--- config.mk ---
export PLATFORM = sky130hd
export DESIGN_NAME = lis_cell
export DESIGN_NICKNAME = d
export VERILOG_FILES = /design/src/rtl/lis_pkg.sv /design/src/rtl/lis_cell.sv
export SDC_FILE = /design/constraint.sdc
export NUM_CORES = 1
export LEC_CHECK = 0
export BUFFER_PORTS_ARGS = -buffer_cell sky130_fd_sc_hd__buf_4
export CAP_MARGIN = 30
export CORE_ASPECT_RATIO = 1.75
export CORE_UTILIZATION = 46
export DETAILED_ROUTE_END_ITERATION = 10
export PLACE_DENSITY = 0.85
export SYNTH_ARGS = -nofsm -noshare
export SYNTH_HDL_FRONTEND = slang
export SYNTH_SLANG_ARGS = --single-unit
--- constraint.sdc ---
create_clock -name i_clk -period 3.8 [get_ports i_clk]
set_clock_uncertainty 0.15 [all_clocks]
set_input_delay 0.19 -clock i_clk [delete_from_list [all_inputs] [get_ports i_clk]]
set_output_delay 0.19 -clock i_clk [all_outputs]
set_load 0.02 [all_outputs]
--- src/rtl/lis_pkg.sv ---
package lis_pkg;

    localparam int MAX_LEN    = 64;
    localparam int VALUE_BITS = 16;
    localparam int IDX_BITS   = $clog2(MAX_LEN);
    localparam int LEN_BITS   = $clog2(MAX_LEN + 1);

    // comparison token that walks the chain once per loaded item
    typedef struct packed {
        logic                  vld;
        logic [VALUE_BITS-1:0] val;
        logic [LEN_BITS-1:0]   len;
        logic [LEN_BITS-1:0]   link;
    } t_tok;

    // one stored position: value, best run ending here, predecessor plus one
    typedef struct packed {
        logic [VALUE_BITS-1:0] val;
        logic [LEN_BITS-1:0]   len;
        logic [LEN_BITS-1:0]   pred;
    } t_entry;

    typedef enum logic [1:0] {
        ST_IDLE,
        ST_INGEST,
        ST_TRACE
    } t_state;

endpackage

--- src/rtl/lis_cell.sv ---
module lis_cell (
    input  logic                          i_clk,
    input  logic                          i_rst_n,
    input  logic [lis_pkg::IDX_BITS-1:0]  i_index,
    input  logic [lis_pkg::LEN_BITS-1:0]  i_count,
    input  lis_pkg::t_tok                 i_tok,
    input  logic                          i_shift,
    input  lis_pkg::t_entry               i_prev,
    output lis_pkg::t_tok                 o_tok,
    output lis_pkg::t_entry               o_entry
);
    import lis_pkg::*;

    t_tok   r_tok;
    t_tok   n_tok;
    t_entry r_ent;
    logic   w_filled;
    logic   w_hit;

    assign w_filled = LEN_BITS'(i_index) < i_count;
    assign w_hit    = (LEN_BITS'(i_index) == i_count);

    always_comb begin
        n_tok = i_tok;
        // extend the run through this position if it is smaller and longer
        if (i_tok.vld && w_filled && (r_ent.val < i_tok.val)
                && (r_ent.len + 1'b1 > i_tok.len)) begin
            n_tok.len  = r_ent.len + 1'b1;
            n_tok.link = LEN_BITS'(i_index) + 1'b1;
        end
    end

    always_ff @(posedge i_clk) begin
        if (!i_rst_n) begin
            r_tok.vld <= 1'b0;
        end else begin
            r_tok.vld <= n_tok.vld;
        end
        r_tok.val  <= n_tok.val;
        r_tok.len  <= n_tok.len;
        r_tok.link <= n_tok.link;

        if (i_shift) begin
            r_ent <= i_prev;
        end else if (i_tok.vld && w_hit) begin
            r_ent.val  <= i_tok.val;
            r_ent.len  <= i_tok.len;
            r_ent.pred <= i_tok.link;
        end
    end

    assign o_tok   = r_tok;
    assign o_entry = r_ent;

endmodule

== After elaboration in Yosys (flattened, before gate mapping) ==
Index checks and enable logic that the tools add are counted.

* Add/subtract/negate cells: 2
* Order comparisons: 3
* Equal/unequal tests: 1
* Reductions and logical operators: 5
* Mux-type cells: 3

{| class="wikitable"
|+ Operators by type and width
! kind !! count
|-
| 2-to-1 mux 30 bit || 2
|-
| < comparator 16 bit || 1
|-
| 2-to-1 mux 14 bit || 1
|-
| adder 6 x 1 -> 7 bit (second input constant) || 1
|-
| adder 7 x 1 -> 7 bit (second input constant) || 1
|-
| == test 6 x 7 -> 1 bit || 1
|-
| > comparator 7 bit || 1
|-
| < comparator 6 x 7 -> 1 bit || 1
|-
| logical AND 1 bit || 4
|-
| nonzero test 2 bit || 1
|}

* Bits in registers: 61
* Logic and storage cells: 21

== Depth between registers and ports, before layout ==
Gate-level depths: netlist (run 1).

* Word-level depth: 5
* Gate-level depth with buffers: 12

== Least setup slack after synthesis (run 1) ==
No wires, ideal clock.

* Path type: register to register
* Start point: register r_ent (netlist bit o_entry[7])
* End point: register r_tok (netlist bit o_tok[10])
* Setup time: 0.121 ns
* Stages on the path, launching flop included: 12
* Path slack: 0.968 ns
* Period minus slack after synthesis: 2.832 ns
* Required time: 3.529 ns
* Arrival time: 2.561 ns
* Path through: edfxtp_1 ha_1 nand3_1 nor2_1 xor2_1 ha_1 nand4_1 o21ai_0 nor4b_2 o211ai_2 buf_6 mux2_4

{| class="wikitable"
|+ RTL lines
! what !! RTL line !! RTL
|-
| start, declared || lis_cell.sv:16 || <nowiki>t_entry r_ent;</nowiki>
|-
| start signal, assigned || lis_cell.sv:44 || <nowiki>r_ent <= i_prev;</nowiki>
|-
| end, declared || lis_cell.sv:14 || <nowiki>t_tok r_tok;</nowiki>
|}

==> flow_summary.toml, run 1 <==
[run_status]
run_status = "finished, final reports clean"

[floorplan]
coreArea_um2 = 6130
die_height_um = 107
top_level_ports = 138
core.rowCount = 38
dieArea_um2 = 6670
chipWidth_um = 62.2
initial_core_util = 0.475

[routing]
initialDrtViolationCount = 114
drt_wl_total_um = 8790
final_routed_wire_length_divided_by_cell_count_um = 16.0
route.antenna.remaining_nets = 0
drc_errors_left = 0
vias = 2697
drt-pass1-iter-count = 6
via_per_inst = 4.92

[clock_tree]
clock_sinks = 61
cts-resized-gates = 0
cts_buffers = 9
clockRootBuffer = "sky130_fd_sc_hd__clkbuf_8"
clock_insertion_delay_worst_skew_ps = 340
post-cts-setup-buffer-count = 0
ctsLongestPathBuffers = 2
clk_pin_slew_worst_paths_ps = 60
tritoncts = "yes"
htree_levels = 3

[final_layout]
syn2layout_area_growth_pct = 66.2
regArea_um2 = 1520
layout-drive-gt1-share = 0.372
design.final.nets = 570
multi_input_comb_area_um2 = 1240
n_antenna_cell = 0
fillers = 361

[yosys]
synth-edff-count = 30
synth-xor-area-share = 0.0271
postSynthRegisterBits = 61
synth-compound-area-share = 0.0893
synth-warning-count = 0
postSynthNetCount = 365
synth_top_family_by_area = "adder cells"
synth-simple-area-share = 0.0915
syn_area_um2 = 2910
synth_sequential_area_ratio = 0.522
yosys.area_share.adder = 0.129
netlist_instances = 258
syn_area_per_cell_um2 = 11.3
synth_cell_type_count = 33
synth.area.mux_share = 0.0906
top_reg_cell_synth = "sky130_fd_sc_hd__dfxtp_1"
synth-async-reset-ratio = 0

[worst_setup_path]
critical_path_buf_inv_count = 1
path_cells = "ha_1 -> nand3_1 -> nor2_1 -> xor2_1 -> ha_1 -> nand4_1 -> o21ai_0 -> nor4b_2 -> o211ai_2 -> buf_8 -> mux2_4"
crit_path_max_delay_family = "simple AND/OR/NAND/NOR gates"
path_max_fanout = 14
cp.required_ps = 3870
path_class = "register to register"
worst_path_arrival_time_ps = 2970
worst_setup_path_start_kind = "register"
max_stage_delay_ps = 440
crit_path_capture_type = "register"
timing.critical_path.mode_cell = "sky130_fd_sc_hd__ha_1"
critical_path.slowest_cell = "sky130_fd_sc_hd__edfxtp_1"

[global_route]
grt.met3_usage = 0.0561
use_met2 = 0.531
first_global_vias = 2941
busiest_layer = "met2"
global_route.usage.met1 = 0.256
congestion_overflow_gr = 0
grt_antenna_before_repair = 0
wire_length_of_the_first_global_routing_pass_um = 13500
track_usage = 0.270
grt_max_degree = 55

[sta]
final.setup.tns_ps = 0
maxClockFrequency_ghz = 0.345
layout_min_cycle_time_ps = 2900
post-route-period-util = 0.763
timing.final.max_slew_violations = 0
final_hold_viol_count = 0
finalSetupViolations = 0
unrepaired_setup_endpoints_after_global_routing = "no"
max-slew-margin-rel = 0.600
worst_slew_pin_tran_ps = 600
timing.hold.ws_ps = 41.0

[placement]
numPortBuffers = 137
post_dp_hpwl_um = 5550
gp_congestion = 0.865

[power_and_ir_drop]
power_leakage_nw = 2.34
ir_worst_vdd_mv = 0.301
power_density_nw_per_um2 = 373

[run]
drv.max_cap_violation_count = 0

[min_path]
holdCritPathClass = "primary input to register"
==> area by class of cell <==
class / count / area share
repair buffers: 201 / 0.345
flip-flops and latches: 61 / 0.314
multi-input cells: 160 / 0.257
clock buffers: 16 / 0.0393
well taps: 80 / 0.0207
inverters: 30 / 0.0233
==> routing by layer <==
layer  wire [µm]  vias to the layer above
met1        3050                     1262
met3         381                       22
li1            -                     1311
met4         231                        0
met5           0                        -
met2        5130                      102
==> cell usage after synthesis, types with 2 or more instances <==
library cell                n  area share
sky130_fd_sc_hd__and3_1     2      0.0043
sky130_fd_sc_hd__ha_1      30        0.13
sky130_fd_sc_hd__a21oi_1    8       0.014
sky130_fd_sc_hd__edfxtp_1  30        0.31
sky130_fd_sc_hd__nand3_1    9       0.015
sky130_fd_sc_hd__mux2i_1    2      0.0069
sky130_fd_sc_hd__dfxtp_1   31        0.21
sky130_fd_sc_hd__mux2_4     8       0.041
sky130_fd_sc_hd__nand4_1    3      0.0064
sky130_fd_sc_hd__nor2_1     5      0.0064
sky130_fd_sc_hd__o21ai_0   27       0.046
sky130_fd_sc_hd__xor2_1     3      0.0090
sky130_fd_sc_hd__inv_1     30       0.039
sky130_fd_sc_hd__nor3_1     3      0.0052
sky130_fd_sc_hd__xnor2_1    6       0.018
sky130_fd_sc_hd__mux2_2    11       0.043
sky130_fd_sc_hd__clkbuf_1   5      0.0064
sky130_fd_sc_hd__nand2_1   26       0.034
sky130_fd_sc_hd__a21o_1     5       0.013
==> flip-flops by register name (all words and copies together), names as in the netlist <==
register / count
o_tok: 31
o_entry: 30
==> worst reg2reg max path: stages (launching register included) <==
cell	delay (ps)
sky130_fd_sc_hd__edfxtp_1	440
sky130_fd_sc_hd__ha_1	220
sky130_fd_sc_hd__nand3_1	130
sky130_fd_sc_hd__nor2_1	170
sky130_fd_sc_hd__xor2_1	220
sky130_fd_sc_hd__ha_1	280
sky130_fd_sc_hd__nand4_1	120
sky130_fd_sc_hd__o21ai_0	120
sky130_fd_sc_hd__nor4b_2	300
sky130_fd_sc_hd__o211ai_2	130
sky130_fd_sc_hd__buf_8	190
sky130_fd_sc_hd__mux2_4	310
==> logic make-up after synthesis <==
group / after synthesis
compound gates: 45
buf+inv: 37
mux: 21
xor+xnor: 9
fa+ha+maj: 30
simple gates: 55
flops: 61
==> what timing repair did <==
| item | CTS | global route |
|---|---|---|
| setup endpoints to repair | 0 | 0 |
| endpoints found under the hold margin | 61 | 0 |
| hold buffers | 62 | 0 |
==> power by group <==
part / internal [mW] / total (mW) / switching, mW
clock: 0.309 / 0.549 / 0.239
combinational: 0.248 / 0.475 / 0.227
sequential: 0.754 / 0.784 / 0.0304
==> metrics by stage <==
stage | worst slack (ps) | area, µm² | std cells | power, mW | util
CTS | 625 | 4830 | 547 | 1.81 | 0.787
finish | 899 | 4840 | 548 | 1.81 | 0.789
global route | 776 | 4840 | 548 | 1.88 | 0.789
global placement | 792 | 4020 | 469 | 1.19 | 0.655
floorplan | 968 | 2910 | 258 | 1.01 | -
detailed placement | 662 | 4020 | 469 | 1.21 | 0.655
==> final timing paths <==
kind / from / end / slack [ps] / depth (start not counted)
setup / recovery: o_entry[7]$_DFFE_PP_ / o_tok[6]$_DFF_P_ / 900 / 11
hold / removal: i_index[3] / o_tok[3]$_DFF_P_ / 40 / 3
hold reg to reg: o_entry[7]$_DFFE_PP_ / o_tok[7]$_DFF_P_ / 450 / 1
setup reg to reg: o_entry[7]$_DFFE_PP_ / o_tok[6]$_DFF_P_ / 900 / 11
==> cells in the final DEF (no fill, tap or decap), types with 2 or more instances in the layout <==
cell and count:
sky130_fd_sc_hd__nor3_1 3, sky130_fd_sc_hd__mux2_2 11, sky130_fd_sc_hd__mux2i_1 2, sky130_fd_sc_hd__buf_4 138, sky130_fd_sc_hd__xnor2_1 6, sky130_fd_sc_hd__a21oi_1 8, sky130_fd_sc_hd__and3_1 2, sky130_fd_sc_hd__ha_1 30
sky130_fd_sc_hd__nor2_1 5, sky130_fd_sc_hd__clkbuf_8 13, sky130_fd_sc_hd__dlygate4sd3_1 62, sky130_fd_sc_hd__o21ai_0 27, sky130_fd_sc_hd__inv_1 30, sky130_fd_sc_hd__xor2_1 3, sky130_fd_sc_hd__clkbuf_1 3, sky130_fd_sc_hd__dfxtp_1 31
sky130_fd_sc_hd__mux2_4 8, sky130_fd_sc_hd__nand3_1 9, sky130_fd_sc_hd__nand4_1 3, sky130_fd_sc_hd__edfxtp_1 30, sky130_fd_sc_hd__a21o_1 5, sky130_fd_sc_hd__nand2_1 26
(Power assumes the default switching activity.)
==> run 2, diff against run 1 <==
--- a/config.mk
+++ b/config.mk
@@ -5,12 +5,13 @@
 export SDC_FILE = /design/constraint.sdc
 export NUM_CORES = 1
 export LEC_CHECK = 0
+export ABC_AREA = 1
 export BUFFER_PORTS_ARGS = -buffer_cell sky130_fd_sc_hd__buf_4
 export CAP_MARGIN = 30
 export CORE_ASPECT_RATIO = 1.75
-export CORE_UTILIZATION = 46
+export CORE_UTILIZATION = 43
 export DETAILED_ROUTE_END_ITERATION = 10
-export PLACE_DENSITY = 0.85
+export PLACE_DENSITY = 0.83
 export SYNTH_ARGS = -nofsm -noshare
 export SYNTH_HDL_FRONTEND = slang
 export SYNTH_SLANG_ARGS = --single-unit
==> constraint.sdc (replaced) <==
create_clock -name i_clk -period 2.6 [get_ports i_clk]
set_clock_uncertainty 0.15 [all_clocks]
set_input_delay 0.13 -clock i_clk [delete_from_list [all_inputs] [get_ports i_clk]]
set_output_delay 0.13 -clock i_clk [all_outputs]
set_load 0.02 [all_outputs]
==> flow_summary.toml, run 2 <==
[routing]
route.antenna.remaining_nets = 0
via_per_inst = 4.89
vias = 3157
drt_wl_total_um = 9250
final_routed_wire_length_divided_by_cell_count_um = 14.3
drc_errors_left = 0
initialDrtViolationCount = 217
drt-pass1-iter-count = 4

[placement]
gp_congestion = 0.912
numPortBuffers = 137
post_dp_hpwl_um = 6020
area_after_dpl_um2 = 4190
place_worst_setup_slack_ps = 116

[yosys]
netlist_top_cells_count = "117 x sky130_fd_sc_hd__nand2_1, 47 x sky130_fd_sc_hd__inv_1, 31 x sky130_fd_sc_hd__dfxtp_1, 30 x sky130_fd_sc_hd__edfxtp_1, 30 x sky130_fd_sc_hd__ha_1"
synth-async-reset-ratio = 0
syn_area_um2 = 3060
post_synth_main_area_contributors = "sky130_fd_sc_hd__edfxtp_1 29%, sky130_fd_sc_hd__dfxtp_1 20%, sky130_fd_sc_hd__nand2_1 14%"
synth_largest_type_area_fraction = 0.294
post-synth-top-count-cell = "sky130_fd_sc_hd__nand2_1"
syn_area_per_cell_um2 = 8.77
synth-edff-count = 30
synthDominantAreaCellType = "sky130_fd_sc_hd__edfxtp_1"
top_reg_cell_synth = "sky130_fd_sc_hd__dfxtp_1"
synth-warning-count = 0
postSynthNetCount = 456
netlist_instances = 349
postSynthRegisterBits = 61
synth_sequential_area_ratio = 0.497
synth_cell_type_count = 28

[power_and_ir_drop]
power_leakage_nw = 2.63
power_density_nw_per_um2 = 577
ir_worst_vdd_mv = 0.430

[sta]
worst_slew_pin_tran_ps = 477
layout_min_cycle_time_ps = 2470
timing.final.max_slew_violations = 0
max-slew-margin-rel = 0.682
finalSetupViolations = 0
maxClockFrequency_ghz = 0.405
final.setup.tns_ps = 0
worst_setup_slack_final_ps = 131
final_hold_viol_count = 0
post-route-period-util = 0.950

[floorplan]
top_level_ports = 138
dieArea_um2 = 7470
chipWidth_um = 65.8
die_height_um = 114
core.rowCount = 40
coreArea_um2 = 6860
initial_core_util = 0.447

[global_route]
grt_antenna_before_repair = 0
congestion_overflow_gr = 0
grt_max_degree = 52
track_usage = 0.256
first_global_vias = 3201
wire_length_of_the_first_global_routing_pass_um = 14300

[worst_setup_path]
worstRegToRegCells = 13
path_class = "register to register"
worst_setup_path_start_kind = "register"
worst_path_arrival_time_ps = 2520
crit_path_capture_type = "register"
path_max_fanout = 14
cp.required_ps = 2650

[clock_tree]
ctsLongestPathBuffers = 2
tritoncts = "yes"
clock_insertion_delay_worst_skew_ps = 320
clockRootBuffer = "sky130_fd_sc_hd__clkbuf_16"
clk_pin_slew_worst_paths_ps = 50
htree_levels = 3
cts_buffers = 9
clock_sinks = 61

[min_path]
hold-path-cell-count = 3
holdCritPathClass = "primary input to register"

[final_layout]
fin_area_um2 = 5110
n_antenna_cell = 0
syn2layout_area_growth_pct = 66.8
number_of_flip_flops_in_the_largest_register = 31
design.final.nets = 664
layout-drive-gt1-share = 0.304
final_common_cell = "sky130_fd_sc_hd__buf_4"
mostFrequentLayoutCells = "145 x sky130_fd_sc_hd__buf_4, 117 x sky130_fd_sc_hd__nand2_1, 61 x sky130_fd_sc_hd__dlygate4sd3_1"

[run]
drv.max_cap_violation_count = 0

[run_status]
run_status = "finished, final reports clean"
==> run 2: cell count changes after synthesis, moves of 4 or more <==
cell	before	now
sky130_fd_sc_hd__xor2_1	3	7
sky130_fd_sc_hd__mux2_2	11	0
sky130_fd_sc_hd__inv_1	30	47
sky130_fd_sc_hd__o21ai_0	27	21
sky130_fd_sc_hd__nand2_1	26	117
sky130_fd_sc_hd__mux2_4	8	0
sky130_fd_sc_hd__nand2_2	0	5
sky130_fd_sc_hd__a21o_1	5	1
sky130_fd_sc_hd__xnor2_1	6	2
sky130_fd_sc_hd__nand3_1	9	20
==> run 2: where the power goes <==
part / total (mW) / leakage, nW / switching, mW / internal (mW)
clock network: 1.05 / 0.131 / 0.381 / 0.667
registers: 1.15 / 0.554 / 0.0428 / 1.11
logic: 0.749 / 1.95 / 0.389 / 0.359
==> run 2: repair_timing <==
action | CTS | global route
resized for setup | 0 | 2
hold endpoints to repair | 60 | 0
endpoints found under the setup margin | 0 | 14
hold buffers | 61 | 0
buffers inserted | 0 | 4
==> run 2: final cells by class <==
class	count	area, µm²
clock buffers	14	254
multi-input cells	230	1330
clock inverters	2	10.0
repair buffers	206	1700
fillers	451	1750
flip-flops and latches	61	1520
well taps	84	105
inverters	49	184
==> run 2: final timing paths <==
kind                                            start                    to  slack [ps]
worst max-delay path             o_entry[8]$_DFFE_PP_     o_tok[10]$_DFF_P_         130
worst min-delay path                        i_prev[9]  o_entry[9]$_DFFE_PP_           3
worst max register to register   o_entry[8]$_DFFE_PP_     o_tok[10]$_DFF_P_         130
worst min register to register  o_entry[13]$_DFFE_PP_     o_tok[13]$_DFF_P_         540
==> run 2: worst max-delay path: stages, from the launching register on <==
cell and delay (ps):
sky130_fd_sc_hd__edfxtp_1 400, sky130_fd_sc_hd__ha_2 230, sky130_fd_sc_hd__nand4_1 170, sky130_fd_sc_hd__xnor2_2 190
sky130_fd_sc_hd__ha_1 300, sky130_fd_sc_hd__nand2_1 70, sky130_fd_sc_hd__nor2_1 130, sky130_fd_sc_hd__nand2_1 80
sky130_fd_sc_hd__nand2_2 70, sky130_fd_sc_hd__nand2_2 80, sky130_fd_sc_hd__nor2_8 150, sky130_fd_sc_hd__nand2_4 130
sky130_fd_sc_hd__nand2_1 110, sky130_fd_sc_hd__nand2_1 70
==> run 2: through the flow <==
stage | power [mW] | utilization | cells | hold slack [ps]
detailed placement | 1.82 | 0.611 | 565 | 95.4
floorplan | 1.52 | - | 349 | 7.72
global placement | 1.79 | 0.611 | 565 | 93.6
global route | 3.08 | 0.745 | 646 | 0.0918
finish | 2.95 | 0.745 | 646 | 2.69
CTS | 2.94 | 0.739 | 642 | 3.24
==> run 2: routing by layer <==
layer	routed length, µm	track usage	vias up
li1	-	-	1535
met1	3090	0.235	1478
met3	546	0.0640	17
met2	5460	0.503	127
met5	0	0	-
met4	159	0.106	0
==> run 2: cell families (layout without fill, tap and decap cells) <==
| family | Yosys count | after routing | synth area share |
|---|---|---|---|
| AND/OR/NAND/NOR | 161 | 161 | 0.226 |
| buffers and inverters | 58 | 271 | 0.0772 |
| flip-flops | 61 | 61 | 0.497 |
| AO/OA/AOI/OAI | 30 | 30 | 0.0511 |
| XOR/XNOR | 9 | 9 | 0.0257 |
| adder cells (fa/ha/maj) | 30 | 30 | 0.123 |
